**config.mk**
```make
export PLATFORM = sky130hd
export DESIGN_NAME = priority_round_robin_dispatcher
export DESIGN_NICKNAME = d
export VERILOG_FILES = /design/src/sv/prd_pkg.sv /design/src/sv/prd_ram.sv /design/src/sv/priority_round_robin_dispatcher.sv
export SDC_FILE = /design/constraint.sdc
export NUM_CORES = 2
export LEC_CHECK = 0
export BUFFER_PORTS_ARGS = -buffer_cell sky130_fd_sc_hd__buf_2
export CAP_MARGIN = 10
export CORE_MARGIN = 2
export CORE_UTILIZATION = 40
export CTS_BUF_LIST = sky130_fd_sc_hd__clkbuf_4
export DETAILED_ROUTE_END_ITERATION = 7
export SLEW_MARGIN = 20
export SYNTH_ARGS = -nofsm -noshare
export SYNTH_HDL_FRONTEND = slang
export SYNTH_SLANG_ARGS = --single-unit
```
**constraint.sdc**
```tcl
create_clock -name clk -period 10.45 [get_ports clk]
set_input_delay 0.5225 -clock clk [delete_from_list [all_inputs] [get_ports clk]]
set_output_delay 0.5225 -clock clk [all_outputs]
set_load 0.01 [all_outputs]
```
**src/sv/prd_pkg.sv**
```systemverilog
`default_nettype none
package prd_pkg;

    localparam int TICK_W = 24;
    localparam int PID_W  = 4;

    typedef enum logic [2:0] {
        ST_LOADED   = 3'd0,
        ST_SLICE    = 3'd1,
        ST_ALL_DONE = 3'd2,
        ST_FULL     = 3'd3,
        ST_REJECTED = 3'd4
    } status_t;

    typedef struct packed {
        logic [15:0] arrival;
        logic [15:0] burst;
        logic [7:0]  prio;
        logic [15:0] remain;
    } entry_t;

    localparam int ENTRY_W = $bits(entry_t);

endpackage
`default_nettype wire

```
**src/sv/prd_ram.sv**
```systemverilog
`default_nettype none
module prd_ram #(
    parameter int WIDTH = 8,
    parameter int DEPTH = 16
) (
    input  wire logic                     clk,
    input  wire logic                     we,
    input  wire logic [$clog2(DEPTH)-1:0] waddr,
    input  wire logic [WIDTH-1:0]         wdata,
    input  wire logic [$clog2(DEPTH)-1:0] raddr,
    output logic      [WIDTH-1:0]         rdata
);

    logic [WIDTH-1:0] mem [DEPTH];

    always_ff @(posedge clk)
    begin
        if (we)
        begin
            mem[waddr] <= wdata;
        end
        rdata <= mem[raddr];
    end

endmodule
`default_nettype wire

```
**src/sv/priority_round_robin_dispatcher.sv**
```systemverilog
// A load's result appears in the cycle after start, and busy stays low.
// A dispatch scans the table one entry at a time (S_RD, S_EVAL), then rereads the head
// (S_HEAD_RD, S_HEAD); if the queue is idle, time jumps to the next arrival and it rescans.
// Results are strobed for exactly one cycle on result_valid; the receiver cannot stall.
// Reset (rst_n low, asynchronous) empties the table and sets the quantum to 4.
`default_nettype none
module priority_round_robin_dispatcher #(
    parameter int MAX_PROCESSES = 16
) (
    input  wire logic        clk,
    input  wire logic        rst_n,
    input  wire logic        start,
    output logic             busy,
    input  wire logic        cfg_we,
    input  wire logic [15:0] cfg_wdata,
    input  wire logic        action,
    input  wire logic [15:0] arrival_tick,
    input  wire logic [15:0] burst_ticks,
    input  wire logic [7:0]  priority_level,
    output logic             result_valid,
    output logic [2:0]       status,
    output logic [3:0]       process_id,
    output logic [23:0]      slice_start,
    output logic [23:0]      slice_end,
    output logic             finished,
    output logic [23:0]      turnaround,
    output logic [23:0]      waiting
);

    localparam int IDW = (MAX_PROCESSES > 1) ? $clog2(MAX_PROCESSES) : 1;
    localparam int CW  = $clog2(MAX_PROCESSES + 1);
    localparam int TW  = prd_pkg::TICK_W;

    typedef enum logic [2:0] {
        S_IDLE,
        S_RD,
        S_EVAL,
        S_HEAD_RD,
        S_HEAD
    } state_t;

    state_t                   state_reg, state_next;
    logic [15:0]              quantum_reg, quantum_next;
    logic [MAX_PROCESSES-1:0] adm_reg, adm_next;
    logic [MAX_PROCESSES-1:0] fin_reg, fin_next;
    logic [CW-1:0]            pcount_reg, pcount_next;
    logic [CW-1:0]            fcount_reg, fcount_next;
    logic [CW-1:0]            rcount_reg, rcount_next;
    logic [TW-1:0]            tick_reg, tick_next;
    logic                     preempt_reg, preempt_next;
    logic                     started_reg, started_next;
    logic [IDW-1:0]           last_reg, last_next;
    logic [IDW-1:0]           idx_reg, idx_next;
    logic [IDW-1:0]           head_reg, head_next;
    logic                     bv_reg, bv_next;
    logic [IDW-1:0]           bid_reg, bid_next;
    logic [23:0]              bkey_reg, bkey_next;
    logic                     xv_reg, xv_next;
    logic [IDW-1:0]           xid_reg, xid_next;
    logic [23:0]              xkey_reg, xkey_next;
    logic                     ev_reg, ev_next;
    logic [15:0]              early_reg, early_next;

    logic                     rv_reg, rv_next;
    prd_pkg::status_t         st_reg, st_next;
    logic [3:0]               pid_reg, pid_next;
    logic [TW-1:0]            sstart_reg, sstart_next;
    logic [TW-1:0]            send_reg, send_next;
    logic                     fin_out_reg, fin_out_next;
    logic [TW-1:0]            turn_reg, turn_next;
    logic [TW-1:0]            wait_reg, wait_next;

    logic                     we;
    logic [IDW-1:0]           waddr;
    prd_pkg::entry_t          wentry;
    logic [IDW-1:0]           raddr;
    logic [prd_pkg::ENTRY_W-1:0] rdata;
    prd_pkg::entry_t          rentry;

    logic                     accept;
    logic                     adm_i, na, cand, last_pass;
    logic [23:0]              key;
    logic [CW-1:0]            cnt_now;
    logic [15:0]              q;
    logic [15:0]              run;
    logic [TW-1:0]            tick_new, turn_val;

    assign accept = start && !busy;
    assign rentry = prd_pkg::entry_t'(rdata);
    assign raddr  = (state_reg == S_HEAD_RD) ? head_reg : idx_reg;

    prd_ram #(
        .WIDTH(prd_pkg::ENTRY_W),
        .DEPTH(1 << IDW)
    ) u_table (
        .clk  (clk),
        .we   (we),
        .waddr(waddr),
        .wdata(wentry),
        .raddr(raddr),
        .rdata(rdata)
    );

    always_comb
    begin
        state_next   = state_reg;
        quantum_next = cfg_we ? cfg_wdata : quantum_reg;
        adm_next     = adm_reg;
        fin_next     = fin_reg;
        pcount_next  = pcount_reg;
        fcount_next  = fcount_reg;
        rcount_next  = rcount_reg;
        tick_next    = tick_reg;
        preempt_next = preempt_reg;
        started_next = started_reg;
        last_next    = last_reg;
        idx_next     = idx_reg;
        head_next    = head_reg;
        bv_next      = bv_reg;
        bid_next     = bid_reg;
        bkey_next    = bkey_reg;
        xv_next      = xv_reg;
        xid_next     = xid_reg;
        xkey_next    = xkey_reg;
        ev_next      = ev_reg;
        early_next   = early_reg;
        rv_next      = 1'b0;
        st_next      = st_reg;
        pid_next     = pid_reg;
        sstart_next  = sstart_reg;
        send_next    = send_reg;
        fin_out_next = fin_out_reg;
        turn_next    = turn_reg;
        wait_next    = wait_reg;
        we           = 1'b0;
        waddr        = pcount_reg[IDW-1:0];
        wentry       = '{arrival: arrival_tick, burst: burst_ticks,
                         prio: priority_level, remain: burst_ticks};

        adm_i     = adm_reg[idx_reg];
        na        = !adm_i && ({8'b0, rentry.arrival} <= tick_reg);
        cand      = (adm_i && !fin_reg[idx_reg]) || na;
        key       = {rentry.prio, rentry.arrival};
        cnt_now   = rcount_reg + CW'(na);
        last_pass = (CW'(idx_reg) + CW'(1)) == pcount_reg;

        q         = (quantum_reg == 16'd0) ? 16'd1 : quantum_reg;
        run       = (rentry.remain > q) ? q : rentry.remain;
        tick_new  = tick_reg + {8'b0, run};
        turn_val  = tick_new - {8'b0, rentry.arrival};

        unique case (state_reg)
            S_IDLE:
            begin
                if (accept)
                begin
                    rv_next      = 1'b1;
                    pid_next     = '0;
                    sstart_next  = '0;
                    send_next    = '0;
                    fin_out_next = 1'b0;
                    turn_next    = '0;
                    wait_next    = '0;
                    if (!action)
                    begin
                        if (started_reg)
                        begin
                            st_next = prd_pkg::ST_REJECTED;
                        end
                        else if (pcount_reg >= CW'(MAX_PROCESSES))
                        begin
                            st_next = prd_pkg::ST_FULL;
                        end
                        else
                        begin
                            st_next = prd_pkg::ST_LOADED;
                            pid_next = 4'(pcount_reg[IDW-1:0]);
                            we = 1'b1;
                            adm_next[pcount_reg[IDW-1:0]] = 1'b0;
                            fin_next[pcount_reg[IDW-1:0]] = 1'b0;
                            pcount_next = pcount_reg + CW'(1);
                        end
                    end
                    else
                    begin
                        started_next = 1'b1;
                        if (fcount_reg >= pcount_reg)
                        begin
                            st_next = prd_pkg::ST_ALL_DONE;
                        end
                        else
                        begin
                            rv_next    = 1'b0;
                            idx_next   = '0;
                            bv_next    = 1'b0;
                            xv_next    = 1'b0;
                            ev_next    = 1'b0;
                            state_next = S_RD;
                        end
                    end
                end
            end
            S_RD:
            begin
                state_next = S_EVAL;
            end
            S_EVAL:
            begin
                if (na)
                begin
                    adm_next[idx_reg] = 1'b1;
                    rcount_next = cnt_now;
                end
                if (cand && (!bv_reg || key < bkey_reg))
                begin
                    bv_next   = 1'b1;
                    bid_next  = idx_reg;
                    bkey_next = key;
                end
                if (cand && idx_reg != last_reg && (!xv_reg || key < xkey_reg))
                begin
                    xv_next   = 1'b1;
                    xid_next  = idx_reg;
                    xkey_next = key;
                end
                if (!adm_i && !na && (!ev_reg || rentry.arrival < early_reg))
                begin
                    ev_next    = 1'b1;
                    early_next = rentry.arrival;
                end
                state_next = S_RD;
                idx_next   = idx_reg + IDW'(1);
                if (last_pass)
                begin
                    idx_next = '0;
                    if (cnt_now == '0)
                    begin
                        bv_next = 1'b0;
                        xv_next = 1'b0;
                        ev_next = 1'b0;
                        if (ev_reg || (!adm_i && !na))
                        begin
                            tick_next = (!adm_i && !na && (!ev_reg || rentry.arrival < early_reg))
                                ? {8'b0, rentry.arrival} : {8'b0, early_reg};
                        end
                        else
                        begin
                            rv_next      = 1'b1;
                            st_next      = prd_pkg::ST_ALL_DONE;
                            pid_next     = '0;
                            sstart_next  = '0;
                            send_next    = '0;
                            fin_out_next = 1'b0;
                            turn_next    = '0;
                            wait_next    = '0;
                            state_next   = S_IDLE;
                        end
                    end
                    else
                    begin
                        state_next = S_HEAD_RD;
                        if (preempt_reg && cnt_now > CW'(1))
                        begin
                            head_next = xv_next ? xid_next : bid_next;
                        end
                        else
                        begin
                            head_next = bv_next ? bid_next : xid_next;
                        end
                    end
                end
            end
            S_HEAD_RD:
            begin
                state_next = S_HEAD;
            end
            S_HEAD:
            begin
                state_next   = S_IDLE;
                rv_next      = 1'b1;
                st_next      = prd_pkg::ST_SLICE;
                pid_next     = 4'(head_reg);
                sstart_next  = tick_reg;
                send_next    = tick_new;
                tick_next    = tick_new;
                we           = 1'b1;
                waddr        = head_reg;
                wentry       = rentry;
                wentry.remain = rentry.remain - run;
                if (rentry.remain > q)
                begin
                    preempt_next = 1'b1;
                    last_next    = head_reg;
                    fin_out_next = 1'b0;
                    turn_next    = '0;
                    wait_next    = '0;
                end
                else
                begin
                    preempt_next = 1'b0;
                    fin_out_next = 1'b1;
                    turn_next    = turn_val;
                    wait_next    = turn_val - {8'b0, rentry.burst};
                    fin_next[head_reg] = 1'b1;
                    rcount_next  = rcount_reg - CW'(1);
                    fcount_next  = fcount_reg + CW'(1);
                end
            end
            default:
            begin
                state_next = S_IDLE;
            end
        endcase
    end

    always_ff @(posedge clk or negedge rst_n)
    begin
        if (!rst_n)
        begin
            state_reg   <= S_IDLE;
            quantum_reg <= 16'd4;
            adm_reg     <= '0;
            fin_reg     <= '0;
            pcount_reg  <= '0;
            fcount_reg  <= '0;
            rcount_reg  <= '0;
            tick_reg    <= '0;
            preempt_reg <= 1'b0;
            started_reg <= 1'b0;
            last_reg    <= '0;
            rv_reg      <= 1'b0;
        end
        else
        begin
            state_reg   <= state_next;
            quantum_reg <= quantum_next;
            adm_reg     <= adm_next;
            fin_reg     <= fin_next;
            pcount_reg  <= pcount_next;
            fcount_reg  <= fcount_next;
            rcount_reg  <= rcount_next;
            tick_reg    <= tick_next;
            preempt_reg <= preempt_next;
            started_reg <= started_next;
            last_reg    <= last_next;
            rv_reg      <= rv_next;
        end
    end

    always_ff @(posedge clk)
    begin
        idx_reg     <= idx_next;
        head_reg    <= head_next;
        bv_reg      <= bv_next;
        bid_reg     <= bid_next;
        bkey_reg    <= bkey_next;
        xv_reg      <= xv_next;
        xid_reg     <= xid_next;
        xkey_reg    <= xkey_next;
        ev_reg      <= ev_next;
        early_reg   <= early_next;
        st_reg      <= st_next;
        pid_reg     <= pid_next;
        sstart_reg  <= sstart_next;
        send_reg    <= send_next;
        fin_out_reg <= fin_out_next;
        turn_reg    <= turn_next;
        wait_reg    <= wait_next;
    end

    assign busy         = (state_reg != S_IDLE);
    assign result_valid = rv_reg;
    assign status       = st_reg;
    assign process_id   = pid_reg;
    assign slice_start  = sstart_reg;
    assign slice_end    = send_reg;
    assign finished     = fin_out_reg;
    assign turnaround   = turn_reg;
    assign waiting      = wait_reg;

endmodule
`default_nettype wire
```
# After elaboration in Yosys (flattened, before gate mapping)
# Memory sizes are Yosys's and may differ from the RTL's. A register that Yosys moved wholly into a read port is not among the register bits.
# Cells that the tools add are included.
[totals] reg_bits=284 latch_bits=0 ramBits=896 romBits=0 elab_cells=248 n_memories=1
[memory_table] memory="u_table.mem" depth=16 width=56 rd=1 rd_ports_with_merged_regs=1 write_ports=1 line="prd_ram.sv:14" rtl="logic [WIDTH-1:0] mem [DEPTH];"
[op_classes] n_addsub=10 n_mul=0 n_div=0 order_cmp=14 n_eq_ne=19 shifts=0 mux=117 n_bitwise=10 n_reduce_logical=48
[op_table] op="24-bit one-hot mux with 3 select lines" n=4
[op_table] op="24-bit two-way mux" n=9
[op_table] op="16-bit two-way mux" n=13
[op_table] op="4-bit two-way mux" n=18
[op_table] op="16-bit one-hot mux with 2 select lines" n=2
[op_table] op="56-bit two-way mux" n=1
[op_table] op="24-bit < comparator" n=2
[op_table] op="24-bit one-hot mux with 2 select lines" n=1
[op_table] op="24-bit by 16-bit subtractor with 24-bit output" n=2
[op_table] op="1-bit two-way mux" n=38
[op_table] op="3-bit two-way mux" n=12
[op_table] op="16-bit AND" n=2
[op_table] op="16-bit OR" n=2
[op_table] op="24-bit by 16-bit adder with 24-bit output" n=1
[op_table] op="16-bit by 24-bit less-or-equal comparator with 1-bit output" n=1
[op_table] op="2-bit != test, second input constant" n=12
[op_table] op="6-bit AND reduction" n=3
[op_table] op="16-bit greater-than comparator" n=1
[op_table] op="16-bit logical NOT" n=1
[op_table] op="16-bit < comparator" n=1
[op_table] op="16-bit inverter" n=1
[op_table] op="16-bit subtractor" n=1
[op_table] op="4-bit by 5-bit < comparator with 1-bit output, second input constant" n=3
[op_table] op="1-bit demux with 4-bit select" n=3
[op_table] op="37 further kinds" n=84

# Logic depth before layout (Yosys ltp)
[logic_depth] word_depth=12 mapped_depth=39 mapped_depth_nobuf=38

# By module
# Synthesis repeated with hierarchy kept, for this count alone.
[hier_totals] hier_cells=3245 area_unflattened_um2=52765.6
[by_module_without_submodules] module="prd_ram" instances=1 cells_per_inst=1445 area_each_um2=34678.3
[by_module_without_submodules] module="priority_round_robin_dispatcher" instances=1 cells_per_inst=1800 area_each_um2=18087.3

# Worst setup path before layout
# OpenSTA, ideal clock, no wires.
[synth_timing] kind="register to register" startpoint="reg u_table.rdata[42] (read register of u_table.mem)" endpoint="reg fin_out_reg, in the netlist finished (enable)" setup_ns=0.711 arrival_time_ns=10.677 setup_slack_ns=-0.937 path_stages_with_launch=18 path_buffers=0 cell_sequence="dfxtp_1 > ha_1 > a21oi_1 > o221ai_1 > a21oi_1 > o21ai_1 > a221o_1 > a221o_2 > a21oi_1 > ha_1 > ha_1 > nand2_1 > a21oi_1 > o21bai_1 > nor2_1 > nand2_1 > or3_1 > a211oi_1"
[synth_via] elab_chain_cells=7 word_cells_on_any_way=10 cone_classes="add/sub: 1; order compare: 1; eq/ne: 2; reduce/logical: 6"
[synth_lines] element="start, declared" line="prd_ram.sv:11" rtl="output logic [WIDTH-1:0] rdata"
[synth_lines] element="16-bit by 24-bit less-or-equal comparator with 1-bit output *" line="priority_round_robin_dispatcher.sv:141" rtl="na = !adm_i && ({8'b0, rentry.arrival} <= tick_reg);"
[synth_lines] element="1-bit logical AND *" line="priority_round_robin_dispatcher.sv:141"
[synth_lines] element="branches (longest 4 deep; another with 5-bit by 1-bit adder with 5-bit output)"
[synth_lines] element="5-bit AND reduction (no line) *"
[synth_lines] element="end signal, assigned" line="priority_round_robin_dispatcher.sv:366" rtl="fin_out_reg <= fin_out_next;"
[synth_lines] element="end, declared" line="priority_round_robin_dispatcher.sv:69" rtl="logic fin_out_reg, fin_out_next;"
# Every way passes the cells marked *.
# A chain may end at the register's enable or synchronous reset.

# Worst setup path after layout
[layout_timing] startpoint="reg quantum_reg[14]" endpoint="reg wait_reg[20], in the netlist waiting[20], data pin"
[layout_via] elab_chain_cells=9
[layout_lines] element="start, declared" line="priority_round_robin_dispatcher.sv:43" rtl="logic [15:0] quantum_reg, quantum_next;"
[layout_lines] element="start signal, assigned" line="priority_round_robin_dispatcher.sv:336" rtl="quantum_reg <= quantum_next;"
[layout_lines] element="16-bit logical NOT" line="priority_round_robin_dispatcher.sv:147" rtl="q = (quantum_reg == 16'd0) ? 16'd1 : quantum_reg;"
[layout_lines] element="16-bit two-way mux *" line="priority_round_robin_dispatcher.sv:147"
[layout_lines] element="16-bit greater-than comparator" line="priority_round_robin_dispatcher.sv:148" rtl="run = (rentry.remain > q) ? q : rentry.remain;"
[layout_lines] element="16-bit two-way mux *" line="priority_round_robin_dispatcher.sv:148"
[layout_lines] element="24-bit by 16-bit adder with 24-bit output *" line="priority_round_robin_dispatcher.sv:149" rtl="tick_new = tick_reg + {8'b0, run};"
[layout_lines] element="via tick_new[8]" line="priority_round_robin_dispatcher.sv:86" rtl="logic [TW-1:0] tick_new, turn_val;"
[layout_lines] element="24-bit by 16-bit subtractor with 24-bit output *" line="priority_round_robin_dispatcher.sv:150" rtl="turn_val = tick_new - {8'b0, rentry.arrival};"
[layout_lines] element="via turn_val[11]" line="priority_round_robin_dispatcher.sv:86"
[layout_lines] element="24-bit by 16-bit subtractor with 24-bit output *" line="priority_round_robin_dispatcher.sv:303" rtl="wait_next = turn_val - {8'b0, rentry.burst};"
[layout_lines] element="24-bit two-way mux *" line="priority_round_robin_dispatcher.sv:290" rtl="if (rentry.remain > q)"
[layout_lines] element="24-bit one-hot mux with 3 select lines *" line="priority_round_robin_dispatcher.sv:152" rtl="unique case (state_reg)"
[layout_lines] element="end signal, assigned" line="priority_round_robin_dispatcher.sv:368" rtl="wait_reg <= wait_next;"
[layout_lines] element="end, declared" line="priority_round_robin_dispatcher.sv:71" rtl="logic [TW-1:0] wait_reg, wait_next;"
# Mark *: on every way through the listed nets, which the timed path passes. The rest lies on a longest branch.

==> impl_summary.txt <==
----------------------------------------------------
[Layout]
  Area overhead of the layout relative to synthesis ... 15.7%
  Top reg by flops ... u_table.mem
  Number of flip-flops in the largest register ... 896
  Footprint of the multi-input gates ... 16600 um2
  Largest registers ranked by flip-flop count ... u_table.mem (896), u_table.rdata (56)
  Fraction of layout cells with a size suffix above 1 ... 0.180
  Fill cell instance count of the final layout ... 12084
  Storage element area ... 36100 um2
  Post-layout util ... 0.468
  Net count, final ... 4944

[Timing]
  Count of endpoints failing setup in the final report ... 0
  Peak Freq ... 124 MHz
  Final Worst Setup Slack ... 2.37 ns
  Relative slew margins ... 0.246
  Worst clock skew ... 0.111 ns
  Unrepaired setup endpoints after global routing ... false
  Portion of the clock cycle consumed by the worst path in the final layout ... 0.773
  Fin. Hold Viols ... 0
  Final-layout setup total negative slack ... 0 ns
  Number of slew-limit violations in the final report ... 0
  Actual transition at the worst max-transition pin ... 1.12 ns
  Final period demand of the worst path ... 8.08 ns

[Synthesis]
  Yosys warns ... 0
  Flops & latches, synth ... 1236
  Largest cells by area after synthesis ... sky130_fd_sc_hd__edfxtp_1, sky130_fd_sc_hd__nand2_1, sky130_fd_sc_hd__dfrtp_1
  Cell with the most instances after synthesis ... sky130_fd_sc_hd__edfxtp_1
  Post-synth top cells ... sky130_fd_sc_hd__edfxtp_1, sky130_fd_sc_hd__nand2_1, sky130_fd_sc_hd__a211oi_1, sky130_fd_sc_hd__and2_1, sky130_fd_sc_hd__clkbuf_1
  Sequential fraction of the synthesis area ... 0.667
  Predominant post-synthesis flop cell ... sky130_fd_sc_hd__edfxtp_1
  Unique cell type count in the Yosys netlist ... 79
  Area share of the leading cell type in the synthesized netlist ... 0.601
  Fraction of registers with async set/reset ... 0.0785
  EDFF count, synth ... 1083
  Synthesized area divided by synthesized cell count ... 12.8 um2
  Total standard cell area after synthesis ... 54100 um2
  Post-synth net total ... 4476
  Cell count after synthesis ... 4237
  Cell accounting for the most synthesized area ... sky130_fd_sc_hd__edfxtp_1

[Drt]
  Number of violations reported at the end of detailed-routing iteration 0 ... 3726
  Total length of routed wires ... 155 mm
  Number of design rule violations left after detail routing ... 0
  Overall via count from detail_route ... 36970
  Per-cell routed wire length ... 23.0 um
  Via/cell ratio ... 5.50
  Post-DRT Antenna Nets ... 0
  First drt pass iteration count ... 5

[Floorplan]
  Number of placement rows ... 134
  Area of the die ... 138000 um2
  Placeable core region ... 134000 um2
  Die height ... 372 um
  Die span in x ... 372 um
  Num ports ... 167
  Initial Util ... 0.404

[Outcome]
  Run status ... finished, final reports clean

[Placed design]
  Port Buffers ... 166
  Pre-CTS setup slack ... 2.52 ns
  HPWL after DPL ... 92.7 mm
  GPL Wtd Cong ... 0.912

[Min path]
  Worst min path class ... in2reg
  Hold Path End ... u_table.mem[9][10]
  Hold_sp ... burst_ticks[10]
  Worst Hold Depth ... 4

[Clock network]
  Worst-Skew Late Latency ... 1.26 ns
  CTS tree ... built
  Clock transition at the registers of the reported paths ... 0.07 ns
  Num CTS Buffers ... 338
  Root buf cell ... sky130_fd_sc_hd__clkbuf_4
  Number of buffers between clock root and the deepest sink ... 4
  Number of sinks handled by clock tree synthesis ... 1236
  Post-CTS resize count ... 0
  # H-tree levels ... 5

[Global route]
  Pin count of the biggest net entering global routing ... 219
  Global routing usage summed across all routing layers ... 0.221
  Final global-route overflow total ... 0
  Wire length of the first global-routing pass ... 227 mm
  Vias in the first global route ... 35823
  Initial antenna violation count ... 14

[Worst setup path]
  Sum of buffers and inverters on the critical path ... 1
  Reg-to-reg slack, setup ... 2.37 ns
  Top delay family on crit path ... compound AO/OA/AOI/OAI gates
  Destination of the worst register-to-register timing path ... waiting[20]
  Most frequent cell on the critical path ... sky130_fd_sc_hd__a21oi_1
  Arrival time worst endpoint ... 9.11 ns
  Critical path fanouts, max ... 49
  Slowest stage delay, CP ... 0.46 ns
  Slowest cell on the critical path ... sky130_fd_sc_hd__fa_1
  Worst reg2reg path depth ... 35
  Req. time, crit path ... 11.48 ns
  Startpoint of the most critical register-to-register path ... quantum_reg[14]
  Worst setup path category ... reg2reg
  Element type at the critical path end ... flop
  Kind of start point of the critical path ... flop

[Pwr]
  Highest ir drop seen on vdd ... 102 uV
  Power Density ... 161 nW/um2
  LEAKAGE ... 23.3 nW

[Job]
  Max cap viols ... 0

----------------------------------------------------
layer usage:
| layer | wire length (um) | part of all wire | track usage | up-vias |
|---|---|---|---|---|
| li1 | - | - | - | 17002 |
| met1 | 67600 | 0.44 | 0.306 | 18189 |
| met2 | 71400 | 0.46 | 0.345 | 1529 |
| met3 | 11000 | 0.071 | 0.0393 | 248 |
| met4 | 4850 | 0.031 | 0.0888 | 2 |
| met5 | 13 | 0.000084 | 0 | - |
worst max path at each step:
stage | endpoint | cells after the start | from
final | waiting[20] | 35 | quantum_reg[14]
after global routing | waiting[20] | 35 | quantum_reg[14]
after CTS | waiting[22] | 36 | quantum_reg[14]
after detailed placement | waiting[22] | 36 | quantum_reg[15]
after global placement | waiting[22] | 36 | quantum_reg[15]
after floorplan | finished | 17 | u_table.rdata[42]
power breakdown:
part	leakage [nW]	internal, mW	switching (mW)
Sequential	11.6	5.36	0.00309
Clock	2.58	2.34	1.96
Combinational	9.16	0.164	0.267
repair_timing:
| item | in CTS | in global routing |
|---|---|---|
| buffers inserted | 0 | 0 |
| hold buffers | 99 | 1 |
| endpoints found under the hold margin | 861 | 16 |
cell usage in the layout, fill, tap and decap left out, drive strengths merged, types with 7 or more instances in the layout:
cell / netlist / final
o21ai: 160 / 160
a311oi: 112 / 112
o21a: 18 / 18
clkbuf: 230 / 518
nor2b: 17 / 17
nand2b: 20 / 20
a22o: 11 / 11
mux2i: 20 / 20
o21bai: 13 / 13
a31oi: 124 / 124
xor2: 34 / 34
nand3: 18 / 18
dlygate4sd3: 0 / 99
a221o: 11 / 11
xnor2: 56 / 56
a21oi: 208 / 208
and2: 244 / 244
mux2: 19 / 19
buf: 13 / 272
nand2: 649 / 649
dfxtp: 56 / 56
mux4: 10 / 10
clkinv: 1 / 61
nor2: 131 / 131
and3: 38 / 38
a21o: 51 / 51
nand4: 25 / 25
inv: 179 / 183
edfxtp: 1083 / 1083
a211oi: 288 / 288
ha: 174 / 174
or3: 8 / 8
o211ai: 7 / 7
nor3: 29 / 29
nor4: 10 / 10
dfrtp: 96 / 96
cell type report:
cell class,count,area share
repair buffers,371,0.0433
clock buffers,518,0.0621
clock inverters,68,0.00602
inverters,180,0.0108
diodes,4,0.000160
well taps,1768,0.0353
flip-flops and latches,1236,0.576
multi-input cells,2578,0.266
tightest hold or removal path, stage by stage:
cell and delay [ns]:
sky130_fd_sc_hd__buf_2 0.12, sky130_fd_sc_hd__nand2_1 0.23, sky130_fd_sc_hd__o21ai_0 0.19, sky130_fd_sc_hd__buf_4 0.22
cells by family after synthesis:
group,share of synthesized area
flip-flops,0.667
AND/OR/NAND/NOR,0.104
AO/OA/AOI/OAI,0.131
buffers and inverters,0.0300
adder cells (fa/ha/maj),0.0417
XOR/XNOR,0.0146
multiplexers,0.0119
metrics by stage:
| step | instance area [um2] | total power [mW] | hold WS, ns | instances |
|---|---|---|---|---|
| after global placement | 57300 | 5.85 | 0.453 | 6033 |
| after global routing | 62600 | 10.5 | 0.131 | 6723 |
| final | 62600 | 10.1 | 0.190 | 6723 |
| after detailed placement | 57300 | 5.85 | 0.469 | 6033 |
| after floorplan | 54100 | 5.72 | 0.227 | 4237 |
| after CTS | 62600 | 10.2 | 0.0607 | 6718 |
Note: power is estimated with default switching activity, not from simulation.
